**src/sv/i2cras_pkg.sv**
```systemverilog
package i2cras_pkg;

    localparam int ACT_W  = 3;
    localparam int DEV_W  = 7;
    localparam int BYTE_W = 8;
    localparam int CNT_W  = 6;
    localparam int POS_W  = 5;
    localparam int MODE_W = 3;

    localparam logic [ACT_W-1:0] ACT_LOAD     = 3'd0;
    localparam logic [ACT_W-1:0] ACT_START_WR = 3'd1;
    localparam logic [ACT_W-1:0] ACT_START_RD = 3'd2;
    localparam logic [ACT_W-1:0] ACT_TX_READY = 3'd3;
    localparam logic [ACT_W-1:0] ACT_RX_BYTE  = 3'd4;

    localparam logic [MODE_W-1:0] MODE_IDLE   = 3'd0;
    localparam logic [MODE_W-1:0] MODE_REG    = 3'd1;
    localparam logic [MODE_W-1:0] MODE_SWITCH = 3'd2;
    localparam logic [MODE_W-1:0] MODE_TXDATA = 3'd3;
    localparam logic [MODE_W-1:0] MODE_RXDATA = 3'd4;

    localparam logic [CNT_W-1:0] RX_LIMIT = 6'd32;

    typedef struct packed {
        logic [ACT_W-1:0]  action;
        logic [DEV_W-1:0]  dev_address;
        logic [BYTE_W-1:0] register_address;
        logic [CNT_W-1:0]  byte_count;
        logic [BYTE_W-1:0] data_byte;
    } t_in_word;

    typedef struct packed {
        logic              accepted;
        logic              start_cond;
        logic              stop_cond;
        logic              transmit_dir;
        logic              send_valid;
        logic [BYTE_W-1:0] send_data;
        logic [DEV_W-1:0]  target_address;
        logic              rx_valid;
        logic [BYTE_W-1:0] rx_data;
        logic [POS_W-1:0]  rx_position;
        logic              done_res;
        logic              busy_res;
    } t_out_word;

endpackage

```
**src/sv/i2cras_if.sv**
```systemverilog
interface i2cras_in_if;
    logic                valid;
    logic                ready;
    i2cras_pkg::t_in_word data;

    modport source (output valid, output data, input ready);
    modport sink   (input valid, input data, output ready);
endinterface

interface i2cras_out_if;
    logic                 valid;
    logic                 ready;
    i2cras_pkg::t_out_word data;

    modport source (output valid, output data, input ready);
    modport sink   (input valid, input data, output ready);
endinterface

```
**src/sv/i2c_register_access_sequencer.sv**
```systemverilog
// A word taken into the input register gives its result word from the result register.
// Throughput: one word per cycle unless the result side stalls; input register, one mode step, result register.
// Transmit store read is prefetched each cycle at the next send index, with write bypass.
// Reset (i_rst_n low, synchronous): mode idle, latches, counters and pointers cleared,
// both pipeline stages empty. Transmit store contents are not cleared.
module i2c_register_access_sequencer #(
    parameter int BUF_DEPTH = 32
) (
    input  logic           i_clk,
    input  logic           i_rst_n,
    i2cras_in_if.sink      i_in,
    i2cras_out_if.source   o_out
);

    localparam int CW = $clog2(BUF_DEPTH + 1);
    localparam int AW = (BUF_DEPTH > 1) ? $clog2(BUF_DEPTH) : 1;
    localparam int SW = (CW > i2cras_pkg::CNT_W) ? CW : i2cras_pkg::CNT_W;

    logic                              r_in_vld;
    i2cras_pkg::t_in_word              r_in;
    logic                              r_out_vld;
    i2cras_pkg::t_out_word             r_out;
    i2cras_pkg::t_out_word             n_out;

    logic [i2cras_pkg::MODE_W-1:0]     r_mode,    n_mode;
    logic [i2cras_pkg::BYTE_W-1:0]     r_reg,     n_reg;
    logic [i2cras_pkg::DEV_W-1:0]      r_dev,     n_dev;
    logic [i2cras_pkg::CNT_W-1:0]      r_rx_rem,  n_rx_rem;
    logic [CW-1:0]                     r_tx_rem,  n_tx_rem;
    logic [i2cras_pkg::POS_W-1:0]      r_rx_idx,  n_rx_idx;
    logic [CW-1:0]                     r_tx_idx,  n_tx_idx;
    logic [CW-1:0]                     r_fill,    n_fill;

    logic [i2cras_pkg::BYTE_W-1:0]     r_store [BUF_DEPTH];
    logic [i2cras_pkg::BYTE_W-1:0]     r_rd;
    logic                              r_byp;
    logic [i2cras_pkg::BYTE_W-1:0]     r_byp_data;
    logic [i2cras_pkg::BYTE_W-1:0]     rd_byte;

    logic                              fire;
    logic                              wr_en;
    logic [AW-1:0]                     wr_addr;
    logic [AW-1:0]                     rd_addr;
    logic [i2cras_pkg::CNT_W-1:0]      rx_dec;

    assign fire       = r_in_vld && (!r_out_vld || o_out.ready);
    assign i_in.ready = !r_in_vld || fire;
    assign o_out.valid = r_out_vld;
    assign o_out.data  = r_out;

    assign wr_en   = fire && (r_in.action == i2cras_pkg::ACT_LOAD)
                     && (r_fill < CW'(BUF_DEPTH));
    assign wr_addr = r_fill[AW-1:0];
    assign rd_addr = n_tx_idx[AW-1:0];
    assign rd_byte = r_byp ? r_byp_data : r_rd;
    assign rx_dec  = r_rx_rem - i2cras_pkg::CNT_W'(1);

    always_comb begin
        n_mode   = r_mode;
        n_reg    = r_reg;
        n_dev    = r_dev;
        n_rx_rem = r_rx_rem;
        n_tx_rem = r_tx_rem;
        n_rx_idx = r_rx_idx;
        n_tx_idx = r_tx_idx;
        n_fill   = r_fill;
        n_out    = '0;
        n_out.accepted = 1'b1;
        if (fire) begin
            unique case (r_in.action) inside
                i2cras_pkg::ACT_LOAD: begin
                    if (r_fill < CW'(BUF_DEPTH)) begin
                        n_fill = r_fill + CW'(1);
                    end
                end
                i2cras_pkg::ACT_START_WR, i2cras_pkg::ACT_START_RD: begin
                    if (r_mode != i2cras_pkg::MODE_IDLE) begin
                        n_out.accepted = 1'b0;
                    end else begin
                        n_mode   = i2cras_pkg::MODE_REG;
                        n_reg    = r_in.register_address;
                        n_dev    = r_in.dev_address;
                        n_rx_idx = '0;
                        n_tx_idx = '0;
                        n_fill   = '0;
                        if (r_in.action == i2cras_pkg::ACT_START_WR) begin
                            n_rx_rem = '0;
                            if (SW'(r_in.byte_count) > SW'(BUF_DEPTH)) begin
                                n_tx_rem = CW'(BUF_DEPTH);
                            end else begin
                                n_tx_rem = CW'(r_in.byte_count);
                            end
                        end else begin
                            n_tx_rem = '0;
                            n_rx_rem = (r_in.byte_count > i2cras_pkg::RX_LIMIT)
                                       ? i2cras_pkg::RX_LIMIT : r_in.byte_count;
                        end
                        n_out.start_cond     = 1'b1;
                        n_out.transmit_dir   = 1'b1;
                        n_out.target_address = r_in.dev_address;
                    end
                end
                i2cras_pkg::ACT_TX_READY: begin
                    if (r_mode == i2cras_pkg::MODE_REG) begin
                        n_out.transmit_dir = 1'b1;
                        n_out.send_valid   = 1'b1;
                        n_out.send_data    = r_reg;
                        n_mode = (r_rx_rem != '0) ? i2cras_pkg::MODE_SWITCH
                                                  : i2cras_pkg::MODE_TXDATA;
                    end else if (r_mode == i2cras_pkg::MODE_SWITCH) begin
                        n_mode               = i2cras_pkg::MODE_RXDATA;
                        n_out.start_cond     = 1'b1;
                        n_out.target_address = r_dev;
                        n_out.stop_cond      = (r_rx_rem == i2cras_pkg::CNT_W'(1));
                    end else if (r_mode == i2cras_pkg::MODE_TXDATA) begin
                        if (r_tx_rem != '0) begin
                            n_out.transmit_dir = 1'b1;
                            n_out.send_valid   = 1'b1;
                            n_out.send_data    = rd_byte;
                            n_tx_idx = r_tx_idx + CW'(1);
                            n_tx_rem = r_tx_rem - CW'(1);
                        end else begin
                            n_out.stop_cond = 1'b1;
                            n_out.done_res  = 1'b1;
                            n_mode          = i2cras_pkg::MODE_IDLE;
                        end
                    end
                end
                i2cras_pkg::ACT_RX_BYTE: begin
                    if (r_mode == i2cras_pkg::MODE_RXDATA) begin
                        if (r_rx_rem != '0) begin
                            n_out.rx_valid    = 1'b1;
                            n_out.rx_data     = r_in.data_byte;
                            n_out.rx_position = r_rx_idx;
                            n_rx_idx = r_rx_idx + i2cras_pkg::POS_W'(1);
                            n_rx_rem = rx_dec;
                        end
                        if (n_rx_rem == i2cras_pkg::CNT_W'(1)) begin
                            n_out.stop_cond = 1'b1;
                        end else if (n_rx_rem == '0) begin
                            n_mode         = i2cras_pkg::MODE_IDLE;
                            n_out.done_res = 1'b1;
                        end
                    end
                end
                default: begin
                end
            endcase
        end
        n_out.busy_res = (n_mode != i2cras_pkg::MODE_IDLE);
    end

    always_ff @(posedge i_clk) begin
        if (!i_rst_n) begin
            r_in_vld  <= 1'b0;
            r_out_vld <= 1'b0;
            r_mode    <= i2cras_pkg::MODE_IDLE;
            r_reg     <= '0;
            r_dev     <= '0;
            r_rx_rem  <= '0;
            r_tx_rem  <= '0;
            r_rx_idx  <= '0;
            r_tx_idx  <= '0;
            r_fill    <= '0;
        end else begin
            if (i_in.ready) begin
                r_in_vld <= i_in.valid;
            end
            if (fire) begin
                r_out_vld <= 1'b1;
            end else if (o_out.ready) begin
                r_out_vld <= 1'b0;
            end
            r_mode   <= n_mode;
            r_reg    <= n_reg;
            r_dev    <= n_dev;
            r_rx_rem <= n_rx_rem;
            r_tx_rem <= n_tx_rem;
            r_rx_idx <= n_rx_idx;
            r_tx_idx <= n_tx_idx;
            r_fill   <= n_fill;
        end
    end

    always_ff @(posedge i_clk) begin
        if (i_in.ready && i_in.valid) begin
            r_in <= i_in.data;
        end
        if (fire) begin
            r_out <= n_out;
        end
    end

    // transmit store, read registered at the next send index, ahead of its use
    always_ff @(posedge i_clk) begin
        if (wr_en) begin
            r_store[wr_addr] <= r_in.data_byte;
        end
        r_rd       <= r_store[rd_addr];
        r_byp      <= wr_en && (wr_addr == rd_addr);
        r_byp_data <= r_in.data_byte;
    end

    a_fill_bound: assert property (@(posedge i_clk) disable iff (!i_rst_n)
        r_fill <= CW'(BUF_DEPTH))
        else $error("fill pointer beyond store depth");

    a_tx_bound: assert property (@(posedge i_clk) disable iff (!i_rst_n)
        (SW'(r_tx_idx) + SW'(r_tx_rem)) <= SW'(BUF_DEPTH))
        else $error("send index plus remaining count beyond store depth");

    a_rx_bound: assert property (@(posedge i_clk) disable iff (!i_rst_n)
        r_rx_rem <= i2cras_pkg::RX_LIMIT)
        else $error("receive count beyond limit");

    a_done_idle: assert property (@(posedge i_clk) disable iff (!i_rst_n)
        fire && n_out.done_res |=> r_mode == i2cras_pkg::MODE_IDLE)
        else $error("transaction done but mode not idle");

    a_reject_quiet: assert property (@(posedge i_clk) disable iff (!i_rst_n)
        fire && !n_out.accepted |=> $stable(r_mode) && $stable(r_fill))
        else $error("rejected start changed state");

endmodule

```
**src/flat_wrapper.sv**
```systemverilog
// flat-port wrapper written by rule: the top's interface ports become plain ports
module i2c_register_access_sequencer_flat 
#(
    parameter int BUF_DEPTH = 32
)
  (i_clk, i_rst_n, i_in_valid, i_in_data, i_in_ready, o_out_valid, o_out_data, o_out_ready);
  i2cras_in_if i_in_i ();
  i2cras_out_if o_out_i ();
  input  logic i_clk;
  input  logic i_rst_n;
  input wire logic [$bits(i_in_i.valid)-1:0] i_in_valid;
  input wire logic [$bits(i_in_i.data)-1:0] i_in_data;
  output wire logic [$bits(i_in_i.ready)-1:0] i_in_ready;
  output wire logic [$bits(o_out_i.valid)-1:0] o_out_valid;
  output wire logic [$bits(o_out_i.data)-1:0] o_out_data;
  input wire logic [$bits(o_out_i.ready)-1:0] o_out_ready;
  assign i_in_i.valid = i_in_valid;
  assign i_in_i.data = i_in_data;
  assign i_in_ready = i_in_i.ready;
  assign o_out_valid = o_out_i.valid;
  assign o_out_data = o_out_i.data;
  assign o_out_i.ready = o_out_ready;
  i2c_register_access_sequencer #(.BUF_DEPTH(BUF_DEPTH)) u_core (.i_clk(i_clk), .i_rst_n(i_rst_n), .i_in(i_in_i), .o_out(o_out_i));
endmodule
```
**config.mk**
```make
export PLATFORM = sky130hd
export DESIGN_NAME = i2c_register_access_sequencer_flat
export DESIGN_NICKNAME = d
export VERILOG_FILES = /design/src/sv/i2cras_pkg.sv /design/src/sv/i2cras_if.sv /design/src/sv/i2c_register_access_sequencer.sv /design/src/flat_wrapper.sv
export SDC_FILE = /design/constraint.sdc
export NUM_CORES = 1
export LEC_CHECK = 0
export ABC_AREA = 1
export CORE_MARGIN = 2
export CORE_UTILIZATION = 40
export DETAILED_ROUTE_END_ITERATION = 8
export DONT_BUFFER_PORTS = 1
export PLACE_DENSITY = 0.56
export SLEW_MARGIN = 5
export SYNTH_ARGS = -nofsm -noshare
export SYNTH_HDL_FRONTEND = slang
export SYNTH_SLANG_ARGS = --single-unit
```
**constraint.sdc**
```tcl
create_clock -name i_clk -period 6.2 [get_ports i_clk]
set_input_delay 0 -clock i_clk [delete_from_list [all_inputs] [get_ports i_clk]]
set_output_delay 0 -clock i_clk [all_outputs]
set_load 0.03 [all_outputs]
```
## Yosys cells after proc, flatten, opt, wreduce, memory -nomap -nowiden

Memory sizes are Yosys's and may differ from the RTL's. A register that Yosys moved wholly into a read port is not among the register bits.
Index checks and enable logic that the tools add are counted.

- Input port bits: 36
- Bits in writable memories: 256
- Flip-flop bits (word level): 126
- Output and inout port bits: 38
- Memories kept: 1

Memory list:

| name | depth | width | rd ports | clocked after memory_dff | wr ports | line | RTL |
|---|---|---|---|---|---|---|---|
| u_core.r_store | 32 | 8 | 1 | 1 | 1 | i2c_register_access_sequencer.sv:34 | `logic [i2cras_pkg::BYTE_W-1:0] r_store [BUF_DEPTH];` |

- Reduce and logical (&&, ||, !) cells: 27
- Magnitude comparators: 2
- Equal/unequal tests: 19
- Bitwise logic cells: 1
- Add/sub/neg operators: 5
- Muxes and demuxes: 72

Operators with widths:

| operator | number |
|---|---|
| 6-bit 2-to-1 mux | 21 |
| 6-bit one-hot mux with 2 select lines | 4 |
| 10-bit 2-to-1 mux | 3 |
| 3-bit 2-to-1 mux | 9 |
| 7-bit 2-to-1 mux | 3 |
| 5-bit 2-to-1 mux | 4 |
| 1-bit 2-to-1 mux | 17 |
| 14-bit 2-to-1 mux | 1 |
| 2-bit inequality test (second input constant) | 7 |
| 7-bit one-hot mux with 2 select lines | 1 |
| 6-bit by 1-bit adder with 6-bit output (second input constant) | 2 |
| 3-bit by 2-bit == test with 1-bit output (second input constant) | 4 |
| 6-bit by 1-bit == test with 1-bit output (second input constant) | 2 |
| 6-bit nonzero test | 2 |
| 6-bit by 1-bit subtractor with 6-bit output (second input constant) | 2 |
| 11-bit 2-to-1 mux | 1 |
| 5-bit one-hot mux with 2 select lines | 1 |
| 3-bit one-hot mux with 3 select lines | 1 |
| 8-bit 2-to-1 mux | 1 |
| 1-bit one-hot mux with 2 select lines | 4 |
| 4-bit AND reduction | 2 |
| 2-bit nonzero test | 4 |
| 7-bit AND reduction | 1 |
| 3-bit by 1-bit == test with 1-bit output (second input constant) | 2 |
| other kinds (18) | 27 |

## Logic depth before layout (Yosys ltp)

Gate-level depths: netlist of run 1.

- Word-level depth: 12
- Depth in mapped cells: 17

## Worst setup path before layout of run 1

No wires, ideal clock.

- Path type: register -> register
- Start point: register u_core.r_out_vld, in the netlist u_core.o_out.valid
- End point: register u_core.r_rd[5] in the netlist's numbering, read port of u_core.r_store
- Slack: 3.569 ns
- Setup time: 0.113 ns
- Path buffers: 1
- Data required time: 6.087 ns
- Cell stages (with the launch flop): 16
- Arrival time: 2.518 ns
- Cell sequence: dfxtp_1 > nand2_2 > nand2_4 > inv_1 > nand3_1 > nand2_1 > nand3_2 > nand2_2 > clkbuf_1 > nand2_1 > nand3_1 > nand3_1 > nand3_1 > nand2_1 > nand2_1 > nand2_1

- Longest elaborated chain between the ends: 4

Ends and longest elaborated chain:

| what | line | RTL |
|---|---|---|
| from (decl) | i2c_register_access_sequencer.sv:21 | `logic r_out_vld;` |
| from (signal assigned) | i2c_register_access_sequencer.sv:156 | `r_out_vld <= 1'b0;` |
| from (signal assigned) | i2c_register_access_sequencer.sv:170 | `r_out_vld <= 1'b1;` |
| from (signal assigned) | i2c_register_access_sequencer.sv:172 | `r_out_vld <= 1'b0;` |
| 1-bit logical NOT | i2c_register_access_sequencer.sv:46 | `assign fire = r_in_vld && (!r_out_vld \|\| o_out.ready);` |
| 1-bit logical OR | i2c_register_access_sequencer.sv:46 |  |
| 1-bit logical AND | i2c_register_access_sequencer.sv:46 |  |
| named net u_core.fire | i2c_register_access_sequencer.sv:40 | `logic fire;` |
| 5-bit 2-to-1 mux | i2c_register_access_sequencer.sv:69 | `if (fire) begin` |
| to (decl) | i2c_register_access_sequencer.sv:35 | `logic [i2cras_pkg::BYTE_W-1:0] r_rd;` |

The timed path passes the listed nets, and every way through them passes these cells.
A chain may end at the register's enable or synchronous reset.

## Worst setup path in the final report of run 1

- Start point: register u_core.r_tx_rem[0]
- End point: register u_core.r_rd[6] in the netlist's numbering, read port of u_core.r_store

- Longest elaborated chain between the ends: 7

Ends and longest elaborated chain:

| what | line | RTL |
|---|---|---|
| from (decl) | i2c_register_access_sequencer.sv:29 | `logic [CW-1:0] r_tx_rem, n_tx_rem;` |
| from (signal assigned) | i2c_register_access_sequencer.sv:178 | `r_tx_rem <= n_tx_rem;` |
| 6-bit nonzero test | i2c_register_access_sequencer.sv:116 | `if (r_tx_rem != '0) begin` |
| 6-bit 2-to-1 mux | i2c_register_access_sequencer.sv:116 |  |
| 6-bit 2-to-1 mux | i2c_register_access_sequencer.sv:115 | `end else if (r_mode == i2cras_pkg::MODE_TXDATA) begin` |
| 6-bit 2-to-1 mux | i2c_register_access_sequencer.sv:110 | `end else if (r_mode == i2cras_pkg::MODE_SWITCH) begin` |
| 6-bit 2-to-1 mux | i2c_register_access_sequencer.sv:104 | `if (r_mode == i2cras_pkg::MODE_REG) begin` |
| 6-bit one-hot mux with 2 select lines | i2c_register_access_sequencer.sv:70 | `unique case (r_in.action) inside` |
| 5-bit 2-to-1 mux | i2c_register_access_sequencer.sv:69 |  |

Every way passes these cells. The select of a mux whose other input is x is not followed.

==> metrics.md, run 1 <==
| Metric | Value |
|---|---|
| Outcome | completed |
| GPL Wtd Cong | ~0.82 |
| Reg with most FFs | u_core.r_store |
| Period utilization | a little under two thirds |
| RSZ-0062 raised after global routing | no |
| Hold path depth | 1 |
| Post-synth EDFFs | roughly 320 |
| Top cells by area in the synthesized netlist | edfxtp_1 (57%), nand3_1 (8.8%), dfxtp_1 (7.7%) |
| Initial antenna violation count | 2 |
| Final setup viols | 0 |
| Core Region | 41950 µm² |
| Critical path, cell by cell | inv_1, ha_1, nand3_1, nand2_2, inv_2, nand2_1, nand3_4, nand2_4, buf_4, nand2_1, nand3_1, nand3_1, nand3_1, nand2_1, nand2_1, nand2_1 |
| Post-Synthesis Cells | about 1.6k |
| Layout Utilization | 45.50% |
| Critical Path RT | ~6600 ps |
| Hold WS | approximately 50 ps |
| PortBufs | 0 |
| Area grow syn2layout | 12.38% |
| DRC Markers | 0 |
| # diodes | 0 |
| Post-CTS setup buffers | 0 |
| Post-CTS resize count | 0 |
| CP most frequent cell | nand2_1 |
| Final Non-Filler Cells | 2209 |
| Synth top area share | between 50% and 60% |
| Maximum clock insertion buffer count | 3 |
| Total die area | about 44000 µm² |
| Num CTS Buffers | between 40 and 50 |
| HP Start | i_in_data[0] |
| Remaining Overflow, GRT | 0 |
| First-pass GRT wire length | approximately 66000 µm |
| Synth async-reset ratio | 0% |
| Drt total wl | about 43000 µm |
| CP max stage delay | 870 ps |
| Final setup TNS | 0 ps |
| Pwr/cell area | approximately 300 nW/µm² |
| Fmax | between 200 and 300 MHz |
| Starting Density | between 40% and 50% |
| Drt initial violations | 1086 |
| Worst reg2reg startpoint | u_core.r_tx_rem[0]$_SDFFE_PN0P_ |
| Reg2Reg Setup Slack | 2270 ps |
| Inst Count DP | between 2k and 2.5k |
| Io pins | 74 |
| Share of layout cells above drive strength 1 | 6.886% |
| Worst hold path endpoint | u_core.r_in[0]$_DFFE_PP_ |
| Part of the Yosys area used for sequential elements | ~65% |
| Worst slew pin tran | between 1000 and 1500 ps |
| Total GRT Usage | between 15 and 20% |
| CP startpoint kind | flip-flop |
| Pre-Repair DR Iteration Count | 8 |
| Vias per cell | between 5 and 6 |
| Critical Path AT | between 4000 and 5000 ps |
| Crit Path Max Fanout | a little over 70 |
| Max-cap viol count | 0 |
| CP max-delay cell | nand2_4 |
| Clock sink count | slightly below 400 |
| Synthesis-stage register bit count | ~390 |
| Row count | 75 |
| Layout fillers | 3924 |
| H-Tree Depth | 2 |
| Slew Limit Headroom | 18.38% |
| Clock latency at the later pin of the worst-skew pair | roughly 570 ps |
| Final Max Slew Viols | 0 |
| Clock Skews | 24.06 ps |
| Avg Inst Size Synth | 10.50 µm² |
| Reg2Reg Depth | 16 |
| Worst-path clk slew | 60 ps |
| Leak Pwr | around 7.3 nW |
| CTS Hold Bufs | 35 |
| Die height | around 210 µm |
| Tot Pwr | roughly 5.6 mW |
| Max reg flops | around 260 |
| Ys Warns | 0 |
| Worst VDD drop | between 0.2 and 0.25 mV |
| Commonest register cell after synthesis | edfxtp_1 |
| Final nets | roughly 1.7k |
| Syn Nets | about 1.7k |
| RR Endpoint | u_core.r_rd[6]$_DFF_P_ |
| Final HPWL DP | between 20000 and 30000 µm |
| Number of global-route vias before repair | ~11k |
| Min-Delay Path Class | input port to flip-flop |
| CTS tree | built |
| Final min period | between 3000 and 4000 ps |
| Via count of the routed design | between 10k and 15k |
| Die X | roughly 210 µm |
| Worst setup EP type | flip-flop |
| Root buffer cell | clkbuf_16 |
| Crit Path Class | flip-flop to flip-flop |
| Netlist cell types | 40 |
| Largest area contributor in the netlist | edfxtp_1 |
| Hold Fails Final Rpt | 0 |
| Average wire per standard cell | approximately 19 µm |
| Pin count of the biggest net entering global routing | 91 |
| Syn Std Cell Area | 16980 µm² |
| Antenna Nets Post-Route | 0 |
## where the power goes
| part | leakage (nW) | internal (mW) | switching, mW |
|---|---|---|---|
| Clock | 0.678 | 1.51 | 1.02 |
| Sequential | 3.49 | 2.87 | 0.0366 |
| Combinational | 3.10 | 0.0459 | 0.122 |
| Total | 7.27 | 4.43 | 1.18 |
## area by class of cell
type	instances	area (µm²)	share of cell area (%)
clock buffers	60	1201	6.293
clock inverters	16	182.7	0.9571
inverters	267	1002	5.251
multi-input cells	887	4524	23.71
flip-flops and latches	389	11030	57.79
well taps	539	674.4	3.534
repair buffers	51	470.5	2.465
## stage by stage
step | cell area (µm²) | setup WS, ps
after global routing | 19090 | 1893
final | 19090 | 2269
after detailed placement | 17350 | 2304
after floorplan | 16980 | 3569
after CTS | 19090 | 2291
after global placement | 17350 | 2365
## kinds of logic after synthesis
logic type	count (synthesis)	share of synthesized area, %
AO/OA/AOI/OAI	116	3.882
AND/OR/NAND/NOR	750	21.22
buffers and inverters	342	8.612
adder cells (fa/ha/maj)	9	0.6630
flip-flops	389	64.95
XOR/XNOR	4	0.2063
multiplexers	8	0.4715
## cells in the final DEF, fill, tap and decap left out, types with 7 or more instances in the layout
cell | Yosys | layout
edfxtp_1 | 324 | 324
nand3_1 | 297 | 297
inv_1 | 252 | 252
nand2_1 | 238 | 238
nor2_1 | 96 | 96
nand3b_1 | 80 | 80
dfxtp_1 | 65 | 65
o21ai_0 | 51 | 51
clkbuf_16 | 0 | 44
dlygate4sd3_1 | 0 | 35
a21oi_1 | 34 | 34
buf_4 | 13 | 16
inv_2 | 12 | 12
clkbuf_1 | 12 | 12
o22ai_1 | 10 | 10
nor3_1 | 9 | 9
ha_1 | 9 | 9
mux2i_1 | 8 | 8
nand2_2 | 9 | 7
clkinv_2 | 0 | 7
## cells in the mapped netlist (all sizes together) (8+ instances only)
master / instances
inv: 264
o22ai: 10
mux2i: 8
nand3: 298
edfxtp: 324
a21oi: 35
ha: 9
o21ai: 54
clkbuf: 12
buf: 63
nand3b: 80
nor3: 9
dfxtp: 65
nor2: 106
nand2: 248
## worst max-delay path by stage
stage                                          from                     end  slack, ps  depth (start not counted)
floorplan           u_core.o_out.valid$_SDFFE_PN0P_  u_core.r_rd[5]$_DFF_P_       3570                         15
global placement    u_core.r_tx_rem[0]$_SDFFE_PN0P_  u_core.r_rd[3]$_DFF_P_       2360                         16
detailed placement  u_core.r_tx_rem[0]$_SDFFE_PN0P_  u_core.r_rd[3]$_DFF_P_       2300                         16
CTS                 u_core.r_tx_rem[0]$_SDFFE_PN0P_  u_core.r_rd[6]$_DFF_P_       2290                         16
global route        u_core.r_tx_rem[0]$_SDFFE_PN0P_  u_core.r_rd[6]$_DFF_P_       1890                         16
finish              u_core.r_tx_rem[0]$_SDFFE_PN0P_  u_core.r_rd[6]$_DFF_P_       2270                         16
## critical path: cells and delay by family (launching register included)
family | cells | cell delay (ps)
flops | 1 | 300
fa+ha+maj | 1 | 230
simple gates | 12 | 2560
buf+inv | 3 | 650
## metal layers
metal / GRT usage [%] / routed length [µm] / part of all wire (%) / vias up
li1: - / - / - / 5505
met1: 27.64 / 19460 / 45 / 5633
met3: 4.097 / 2960 / 6.9 / 64
met4: 4.940 / 742 / 1.7 / 4
met5: 0 / 32 / 0.074 / -
met2: 30.76 / 19860 / 46 / 378
Note: power is estimated with default switching activity, not from simulation.
==> run 2, diff against run 1 <==
--- a/config.mk
+++ b/config.mk
@@ -5,12 +5,12 @@
 export SDC_FILE = /design/constraint.sdc
 export NUM_CORES = 1
 export LEC_CHECK = 0
-export ABC_AREA = 1
+export ABC_AREA = 0
 export CORE_MARGIN = 2
 export CORE_UTILIZATION = 40
 export DETAILED_ROUTE_END_ITERATION = 8
 export DONT_BUFFER_PORTS = 1
-export PLACE_DENSITY = 0.56
+export PLACE_DENSITY = 0.58
 export SLEW_MARGIN = 5
 export SYNTH_ARGS = -nofsm -noshare
 export SYNTH_HDL_FRONTEND = slang
==> constraint.sdc (replaced) <==
create_clock -name i_clk -period 3.3 [get_ports i_clk]
set_input_delay 0 -clock i_clk [delete_from_list [all_inputs] [get_ports i_clk]]
set_output_delay 0 -clock i_clk [all_outputs]
set_load 0.03 [all_outputs]
==> run 2 against run 1 <==
Net effect:
- global-route usage rose by 0.34 points
- die area fell by 6.8%
- non-clock buffer count rose by 73
- largest power group unchanged
- synthesized cell count fell by 27%
- critical path depth fell by 7
- first-iteration DRC count fell by 20%
==> metrics.md, run 2 <==
| Metric | Value |
|---|---|
| Outcome | completed (unchanged) |
| DRC Markers | 0 (unchanged) |
| Period utilization | 96.82% (was 63.41%) |
| Max-cap viol count | 0 (unchanged) |
| Num CTS Buffers | 42 (was 41) |
| Pre-Repair DR Iteration Count | 5 (was 8) |
| HP Start | i_in_valid (was i_in_data[0]) |
| Drt initial violations | 867 (was 1086) |
| Final nets | 1328 (was 1682) |
| GPL Wtd Cong | 0.8493 (was 0.8205) |
| Post-synth EDFFs | 324 (unchanged) |
| RR Endpoint | u_core.r_rd[3]$_DFF_P_ (was u_core.r_rd[6]$_DFF_P_) |
| Number of global-route vias before repair | 9845 (was 11.23k) |
| CP max-delay cell | dfxtp_1 (was nand2_4) |
| Reg2Reg Depth | 9 (was 16) |
| Most numerous cell in the Yosys netlist | edfxtp_1 (unchanged) |
| Average wire per standard cell | 22.45 µm (was 19.49 µm) |
| Post-Synthesis Cells | 1176 (was 1618) |
| PortBufs | 0 (unchanged) |
| CTS tree | built (unchanged) |
| Final Non-Filler Cells | 1835 (was 2209) |
| Starting Density | 40.73% (was 40.49%) |
| Syn Std Cell Area | 15820 µm² (was 16980 µm²) |
| Final HPWL DP | 26000 µm (was 25410 µm) |
| Min-Delay Path Class | input port to flip-flop (unchanged) |
| Row count | 72 (was 75) |
| H-Tree Depth | 2 (unchanged) |
| Worst reg2reg startpoint | u_core.r_tx_idx[0]$_SDFF_PN0_ (was u_core.r_tx_rem[0]$_SDFFE_PN0P_) |
| Pwr/cell area | 552.6 nW/µm² (was 293.6 nW/µm²) |
| Die X | 202.8 µm (was 210.1 µm) |
| Hold WS | 21.74 ps (was 50.14 ps) |
| Top cells by area in the synthesized netlist | edfxtp_1 (62%), dfxtp_1 (8.2%), nand2_1 (4.2%) (was edfxtp_1 (57%), nand3_1 (8.8%), dfxtp_1 (7.7%)) |
| Root buffer cell | clkbuf_16 (unchanged) |
| Clock sink count | 389 (unchanged) |
| Clock Skews | 22.95 ps (was 24.06 ps) |
| Share of layout cells above drive strength 1 | 14.50% (was 6.886%) |
| Critical Path AT | 3700 ps (was 4370 ps) |
| Ys Warns | 0 (unchanged) |
| Critical Path RT | 3810 ps (was 6640 ps) |
| Leak Pwr | 6.456 nW (was 7.266 nW) |
| Synth top area share | 61.52% (was 57.29%) |
| Worst setup EP type | flip-flop (unchanged) |
| Antenna Nets Post-Route | 0 (unchanged) |
| Maximum clock insertion buffer count | 3 (unchanged) |
| Hold path depth | 2 (was 1) |
| Crit Path Max Fanout | 8 (was 71) |
| Worst hold path endpoint | u_core.r_in[25]$_DFFE_PP_ (was u_core.r_in[0]$_DFFE_PP_) |
| Fmax | 313.0 MHz (was 254.4 MHz) |
| Netlist cell types | 68 (was 40) |
| Vias per cell | 5.520 (was 5.244) |
| Avg Inst Size Synth | 13.45 µm² (was 10.50 µm²) |
| Io pins | 74 (unchanged) |
| Worst slew pin tran | 946.6 ps (was 1222 ps) |
| Most common cell after layout, fill and taps aside | edfxtp_1 (unchanged) |
| Largest area contributor in the netlist | edfxtp_1 (unchanged) |
| Final min period | 3195 ps (was 3931 ps) |
| Crit Path Class | flip-flop to flip-flop (unchanged) |
| First-pass GRT wire length | 61410 µm (was 65900 µm) |
| Via count of the routed design | 10.13k (was 11.58k) |
| Part of the Yosys area used for sequential elements | 69.75% (was 64.95%) |
| Tot Pwr | 10.39 mW (was 5.603 mW) |
| Most frequent cells in the layout | edfxtp_1 (324), nand2_1 (179), buf_4 (80), nor2_1 (70), dfxtp_1 (65) (was edfxtp_1 (324), nand3_1 (297), inv_1 (252), nand2_1 (238), nor2_1 (96)) |
| Syn Nets | 1221 (was 1663) |
| Total GRT Usage | 19.86% (was 19.52%) |
| Max reg flops | 256 (unchanged) |
| Final setup viols | 0 (unchanged) |
| Reg with most FFs | u_core.r_store (unchanged) |
| Pin count of the biggest net entering global routing | 41 (was 91) |
| Core Region | 38830 µm² (was 41950 µm²) |
| Post-synth top cells | edfxtp_1 (324), nand2_1 (179), nor2_1 (72) (was edfxtp_1 (324), nand3_1 (297), inv_1 (252)) |
| Layout Utilization | 48.40% (was 45.50%) |
| # diodes | 0 (unchanged) |
| Commonest register cell after synthesis | edfxtp_1 (unchanged) |
| Worst-path clk slew | 60 ps (about the same) |
| CP startpoint kind | flip-flop (unchanged) |
| Reg2Reg Setup Slack | 100 ps (was 2270 ps) |
| CP max stage delay | 490 ps (was 870 ps) |
| Area grow syn2layout | 18.84% (was 12.38%) |
| Synthesis-stage register bit count | 389 (unchanged) |
| Inst Count DP | 1715 (was 2098) |
| Clock latency at the later pin of the worst-skew pair | 590 ps (was 570 ps) |
| Remaining Overflow, GRT | 0 (unchanged) |
| Critical path, cell by cell | ha_1, nand4_1, a211oi_1, mux2_2, nor3_2, inv_1, a311oi_1, or4_1, a21boi_1 (was inv_1, ha_1, nand3_1, nand2_2, inv_2, nand2_1, nand3_4, nand2_4, buf_4, nand2_1, nand3_1, nand3_1, nand3_1, nand2_1, nand2_1, nand2_1) |
| Drt total wl | 41190 µm (was 43060 µm) |
| Slew Limit Headroom | 36.89% (was 18.38%) |
| Final Max Slew Viols | 0 (unchanged) |
| Worst VDD drop | 0.3332 mV (was 0.2367 mV) |
| Hold Fails Final Rpt | 0 (unchanged) |
| Initial antenna violation count | 1 (was 2) |
| Die height | 202.8 µm (was 210.1 µm) |
| Total die area | 41140 µm² (was 44120 µm²) |
| Synth async-reset ratio | 0% (unchanged) |
| Final setup TNS | 0 ps (unchanged) |
[run 2: cell families after synthesis]
| kind of cell | count (synthesis) | synth area share (%) |
|---|---|---|
| fa+ha+maj | 9 | 0.7120 |
| buf+inv | 77 | 2.136 |
| simple gates | 424 | 13.04 |
| xor+xnor | 14 | 0.7753 |
| compound gates | 199 | 9.462 |
| flops | 389 | 69.75 |
| mux | 64 | 4.130 |
[run 2: area by class of cell]
| class | instances | area [µm²] |
|---|---|---|
| inverters | 15 | 56.30 |
| well taps | 518 | 648.1 |
| flip-flops and latches | 389 | 11030 |
| clock buffers | 51 | 1115 |
| clock inverters | 27 | 247.7 |
| multi-input cells | 711 | 4581 |
| fillers | 3339 | 20030 |
| repair buffers | 124 | 1116 |
[run 2: per-stage QoR]
stage / worst slack (ps) / cell area [µm²]
after floorplan: 362.2 / 15820
after global placement: -29.81 / 16920
after detailed placement: -52.19 / 16920
after CTS: 15.46 / 18680
after global routing: -7.812 / 18790
final: 104.8 / 18790
[run 2: worst max-delay path, delay by kind of cell (launching register included)]
| family | cells | cell delay (ps) |
|---|---|---|
| fa+ha+maj | 1 | 240 |
| compound gates | 3 | 990 |
| buf+inv | 1 | 270 |
| simple gates | 3 | 690 |
| mux | 1 | 430 |
| flops | 1 | 490 |
[run 2: what timing repair did]
action | 4_1_cts | 5_1_grt
pin swaps | 0 | 1
resized for setup | 3 | 14
hold endpoints to repair | 80 | 0
setup buffers | 0 | 4
hold buffers | 37 | 0
endpoints found under the setup margin | 4 | 8
gates cloned | 0 | 1
[run 2: power by group]
group	switching (mW)	internal, mW	leakage (nW)	total (mW)
Combinational	0.197	0.103	2.31	0.300
Clock	1.96	2.66	0.662	4.62
Sequential	0.0811	5.38	3.49	5.46
Total	2.24	8.14	6.46	10.4
[run 2: layer usage]
layer  vias to the layer above  GRT usage, %  wire (µm)
met5                         -             0         13
met4                         2         6.595       1036
met3                        70         5.152       3041
met2                       371         31.09      19100
met1                      5033         27.01      18010
li1                       4653             -          -
[run 2: worst max path at each step]
stage	startpoint	cells after the start	end	slack [ps]
after floorplan	u_core.r_mode[1]$_SDFF_PN0_	12	u_core.r_rd[0]$_DFF_P_	360
after global placement	u_core.r_in[30]$_DFFE_PP_	9	u_core.r_rd[3]$_DFF_P_	-30
after detailed placement	u_core.r_in[30]$_DFFE_PP_	9	u_core.r_rd[3]$_DFF_P_	-50
after CTS	u_core.r_tx_rem[0]$_SDFFE_PN0P_	12	u_core.r_rd[4]$_DFF_P_	20
after global routing	u_core.r_tx_rem[0]$_SDFFE_PN0P_	12	u_core.r_rd[3]$_DFF_P_	-8
final	u_core.r_tx_idx[0]$_SDFF_PN0_	9	u_core.r_rd[3]$_DFF_P_	100
==> run 3, diff against run 2 <==
--- a/config.mk
+++ b/config.mk
@@ -6,11 +6,11 @@
 export NUM_CORES = 1
 export LEC_CHECK = 0
 export ABC_AREA = 0
-export CORE_MARGIN = 2
+export BUFFER_PORTS_ARGS = -buffer_cell sky130_fd_sc_hd__buf_2
+export CORE_MARGIN = 10
 export CORE_UTILIZATION = 40
 export DETAILED_ROUTE_END_ITERATION = 8
-export DONT_BUFFER_PORTS = 1
-export PLACE_DENSITY = 0.58
+export PLACE_DENSITY = 0.6
 export SLEW_MARGIN = 5
 export SYNTH_ARGS = -nofsm -noshare
 export SYNTH_HDL_FRONTEND = slang
==> run 3 against run 2 <==
Net effect:
- final cell count grew 3.7%
- combinational power rose by 22%
- cell area increased by 1.1%
- clock skew down 2.1 ps
- flip-flop and latch count is the same
- setup slack lost 55 ps
- non-clock buffer count increased by 72
- global-route usage is 3.1 points lower
- core utilization up 0.41 points
- hold slack better by 15 ps
- critical path type unchanged
==> metrics.md, run 3 (synthesis results as in run 2) <==
| Metric | Value |
|---|---|
| Most frequent cells in the layout | edfxtp_1 (324), nand2_1 (178), buf_4 (85), buf_2 (73), nor2_1 (70) (was edfxtp_1 (324), nand2_1 (179), buf_4 (80), nor2_1 (70), dfxtp_1 (65)) |
| Final min period | 3250 ps (was 3195 ps) |
| Critical path, cell by cell | inv_1, ha_1, nor3b_4, a21oi_2, mux2i_4, buf_4, buf_4, nor3b_1, a211oi_1, a31oi_1, a32oi_1, a21boi_1 (was ha_1, nand4_1, a211oi_1, mux2_2, nor3_2, inv_1, a311oi_1, or4_1, a21boi_1) |
| CP most frequent cell | buf_4 |
| Switching Share | 20.88% (was 21.58%) |
| Drt total wl | 40960 µm (was 41190 µm) |
| Vias per cell | 5.410 (was 5.520) |
| Power share of the clock group | 43.4% (was 44.5%) |
| First-pass GRT wire length | 61490 µm (was 61410 µm) |
| Inst Count DP | 1793 (was 1715) |
| Final Max Slew Viols | 0 (unchanged) |
| Buf+Inv Stages, Crit Path | 3 (was 1) |
| Fmax | 307.7 MHz (was 313.0 MHz) |
| GPL Wtd Cong | 0.9297 (was 0.8493) |
| Hold Fails Final Rpt | 0 (unchanged) |
| Min-Delay Path Class | input port to flip-flop (unchanged) |
| CP startpoint kind | flip-flop (unchanged) |
| Average wire per standard cell | 21.52 µm (was 22.45 µm) |
| Pin count of the biggest net entering global routing | 41 (unchanged) |
| Io pins | 74 (unchanged) |
| Reg2Reg Setup Slack | 50 ps (was 100 ps) |
| Row count | 72 (unchanged) |
| Routing usage on met3 | 3.246% (was 5.152%) |
| Final nets | 1398 (was 1328) |
| Initial antenna violation count | 1 (unchanged) |
| Total die area | 47890 µm² (was 41140 µm²) |
| Worst reg2reg startpoint | u_core.r_tx_rem[0]$_SDFFE_PN0P_ (was u_core.r_tx_idx[0]$_SDFF_PN0_) |
| Post-CTS setup buffers | 0 (unchanged) |
| Critical Path AT | 3650 ps (was 3700 ps) |
| Busiest layer in global routing | met2 (unchanged) |
| Num CTS Buffers | 41 (was 42) |
| Pwr/cell area | 538.2 nW/µm² (was 552.6 nW/µm²) |
| Total GRT Usage | 16.75% (was 19.86%) |
| NetSw | 2.134 mW (was 2.241 mW) |
| CP max stage delay | 470 ps (was 490 ps) |
| Clock sink count | 389 (unchanged) |
| M1 GR Usage | 21.72% (was 27.01%) |
| Final setup viols | 0 (unchanged) |
| Core Region | 38920 µm² (was 38830 µm²) |
| Max reg flops | 256 (unchanged) |
| Largest delay contributor family on the critical path | compound AO/OA/AOI/OAI gates (unchanged) |
| Clock Skews | 20.80 ps (was 22.95 ps) |
| CP max-delay cell | a32oi_1 (was dfxtp_1) |
| Leak Pwr | 6.688 nW (was 6.456 nW) |
| Sequential power share | 53.1% (was 52.6%) |
| Clock latency at the later pin of the worst-skew pair | 560 ps (was 590 ps) |
| GRT met2 Usage | 27.28% (was 31.09%) |
| Die X | 218.8 µm (was 202.8 µm) |
| Hold WS | 36.56 ps (was 21.74 ps) |
| Pint | 8.090 mW (was 8.144 mW) |
| Tot Pwr | 10.22 mW (was 10.39 mW) |
| Antenna Nets Post-Route | 0 (unchanged) |
| Maximum clock insertion buffer count | 3 (unchanged) |
| Final HPWL DP | 26960 µm (was 26000 µm) |
| Slew Limit Headroom | 46.45% (was 36.89%) |
| HP Start | i_rst_n (was i_in_valid) |
| Pre-Repair DR Iteration Count | 5 (unchanged) |
| Most common cell after layout, fill and taps aside | edfxtp_1 (unchanged) |
| Combinational Power Share | 3.6% (was 2.9%) |
| Drt initial violations | 965 (was 867) |
| Reg with most FFs | u_core.r_store (unchanged) |
| Share of layout cells above drive strength 1 | 18.57% (was 14.50%) |
| Root buffer cell | clkbuf_16 (unchanged) |
| CTS tree | built (unchanged) |
| Outcome | completed (unchanged) |
| Die height | 218.8 µm (was 202.8 µm) |
| Worst-path clk slew | 60 ps (about the same) |
| Crit Path Class | flip-flop to flip-flop (unchanged) |
| Crit Path Max Fanout | 24 (was 8) |
| Number of global-route vias before repair | 10.08k (was 9845) |
| Starting Density | 40.64% (was 40.73%) |
| Final Cell Area | 19000 µm² (was 18790 µm²) |
| Area after DPL | 17300 µm² (was 16920 µm²) |
| PortBufs | 73 (was 0) |
| Max-cap viol count | 0 (unchanged) |
| Via count of the routed design | 10.30k (was 10.13k) |
| Worst VDD drop | 0.3389 mV (was 0.3332 mV) |
| Period utilization | 98.48% (was 96.82%) |
| H-Tree Depth | 2 (unchanged) |
| Area grow syn2layout | 20.11% (was 18.84%) |
| Worst slew pin tran | 803.3 ps (was 946.6 ps) |
| Worst setup EP type | flip-flop (unchanged) |
| Final Non-Filler Cells | 1903 (was 1835) |
| Remaining Overflow, GRT | 0 (unchanged) |
| DRC Markers | 0 (unchanged) |
| Layout fillers | 3391 (was 3339) |
| Worst Setup SP | u_core.r_tx_rem[0]$_SDFFE_PN0P_ (was u_core.r_tx_idx[0]$_SDFF_PN0_) |
| Critical Path RT | 3700 ps (was 3810 ps) |
## run 3: area by class of cell
cell class                      count  area, µm²  area share (%)
Sequential cell                   389      11030           58.07
Multi-Input combinational cell    710       4567           24.04
Timing Repair Buffer              196       1414           7.443
Clock buffer                       60       1107           5.829
Tap cell                          518      648.1           3.412
Clock inverter                     14      170.2          0.8958
Inverter                           15      56.30          0.2964
Antenna cell                        1      2.502         0.01317
## run 3: repair_timing
| action | CTS | global route |
|---|---|---|
| hold endpoints to repair | 34 | 0 |
| hold buffers | 35 | 0 |
| endpoints found under the setup margin | 8 | 8 |
| resized for setup | 2 | 12 |
## run 3: final timing paths
path / endpoint / depth (start not counted)
hold reg to reg: u_core.r_reg[2]$_SDFFE_PN0P_ / 2
hold / removal: u_core.r_rx_rem[5]$_SDFFE_PN0P_ / 2
setup reg to reg: u_core.r_rd[7]$_DFF_P_ / 12
setup / recovery: u_core.r_rd[7]$_DFF_P_ / 12
## run 3: layer usage
layer	vias to the layer above	part of all wire, %
met5	-	0
met4	0	3.2
met3	71	7.8
met2	428	48
met1	5002	41
li1	4794	-
## run 3: stage by stage
stage / setup WS, ps / TNS (ps) / util (%)
2_1_floorplan: 362.2 / 0 / -
3_3_place_gp: -296.6 / -1041 / 44.44
3_5_place_dp: -236.7 / -814.1 / 44.44
4_1_cts: 56.80 / 0 / 48.64
5_1_grt: -5.896 / -5.896 / 48.80
6_report: 50.12 / 0 / 48.81
## run 3: power by group through the flow
| stage | clock [mW] | combinational, mW | sequential [mW] |
|---|---|---|---|
| 2_1_floorplan | 0 | 0.132 | 5.57 |
| 3_3_place_gp | 0 | 0.330 | 5.53 |
| 3_5_place_dp | 0 | 0.333 | 5.53 |
| 4_1_cts | 4.52 | 0.367 | 5.42 |
| 5_1_grt | 4.72 | 0.397 | 5.43 |
| 6_report | 4.43 | 0.366 | 5.43 |
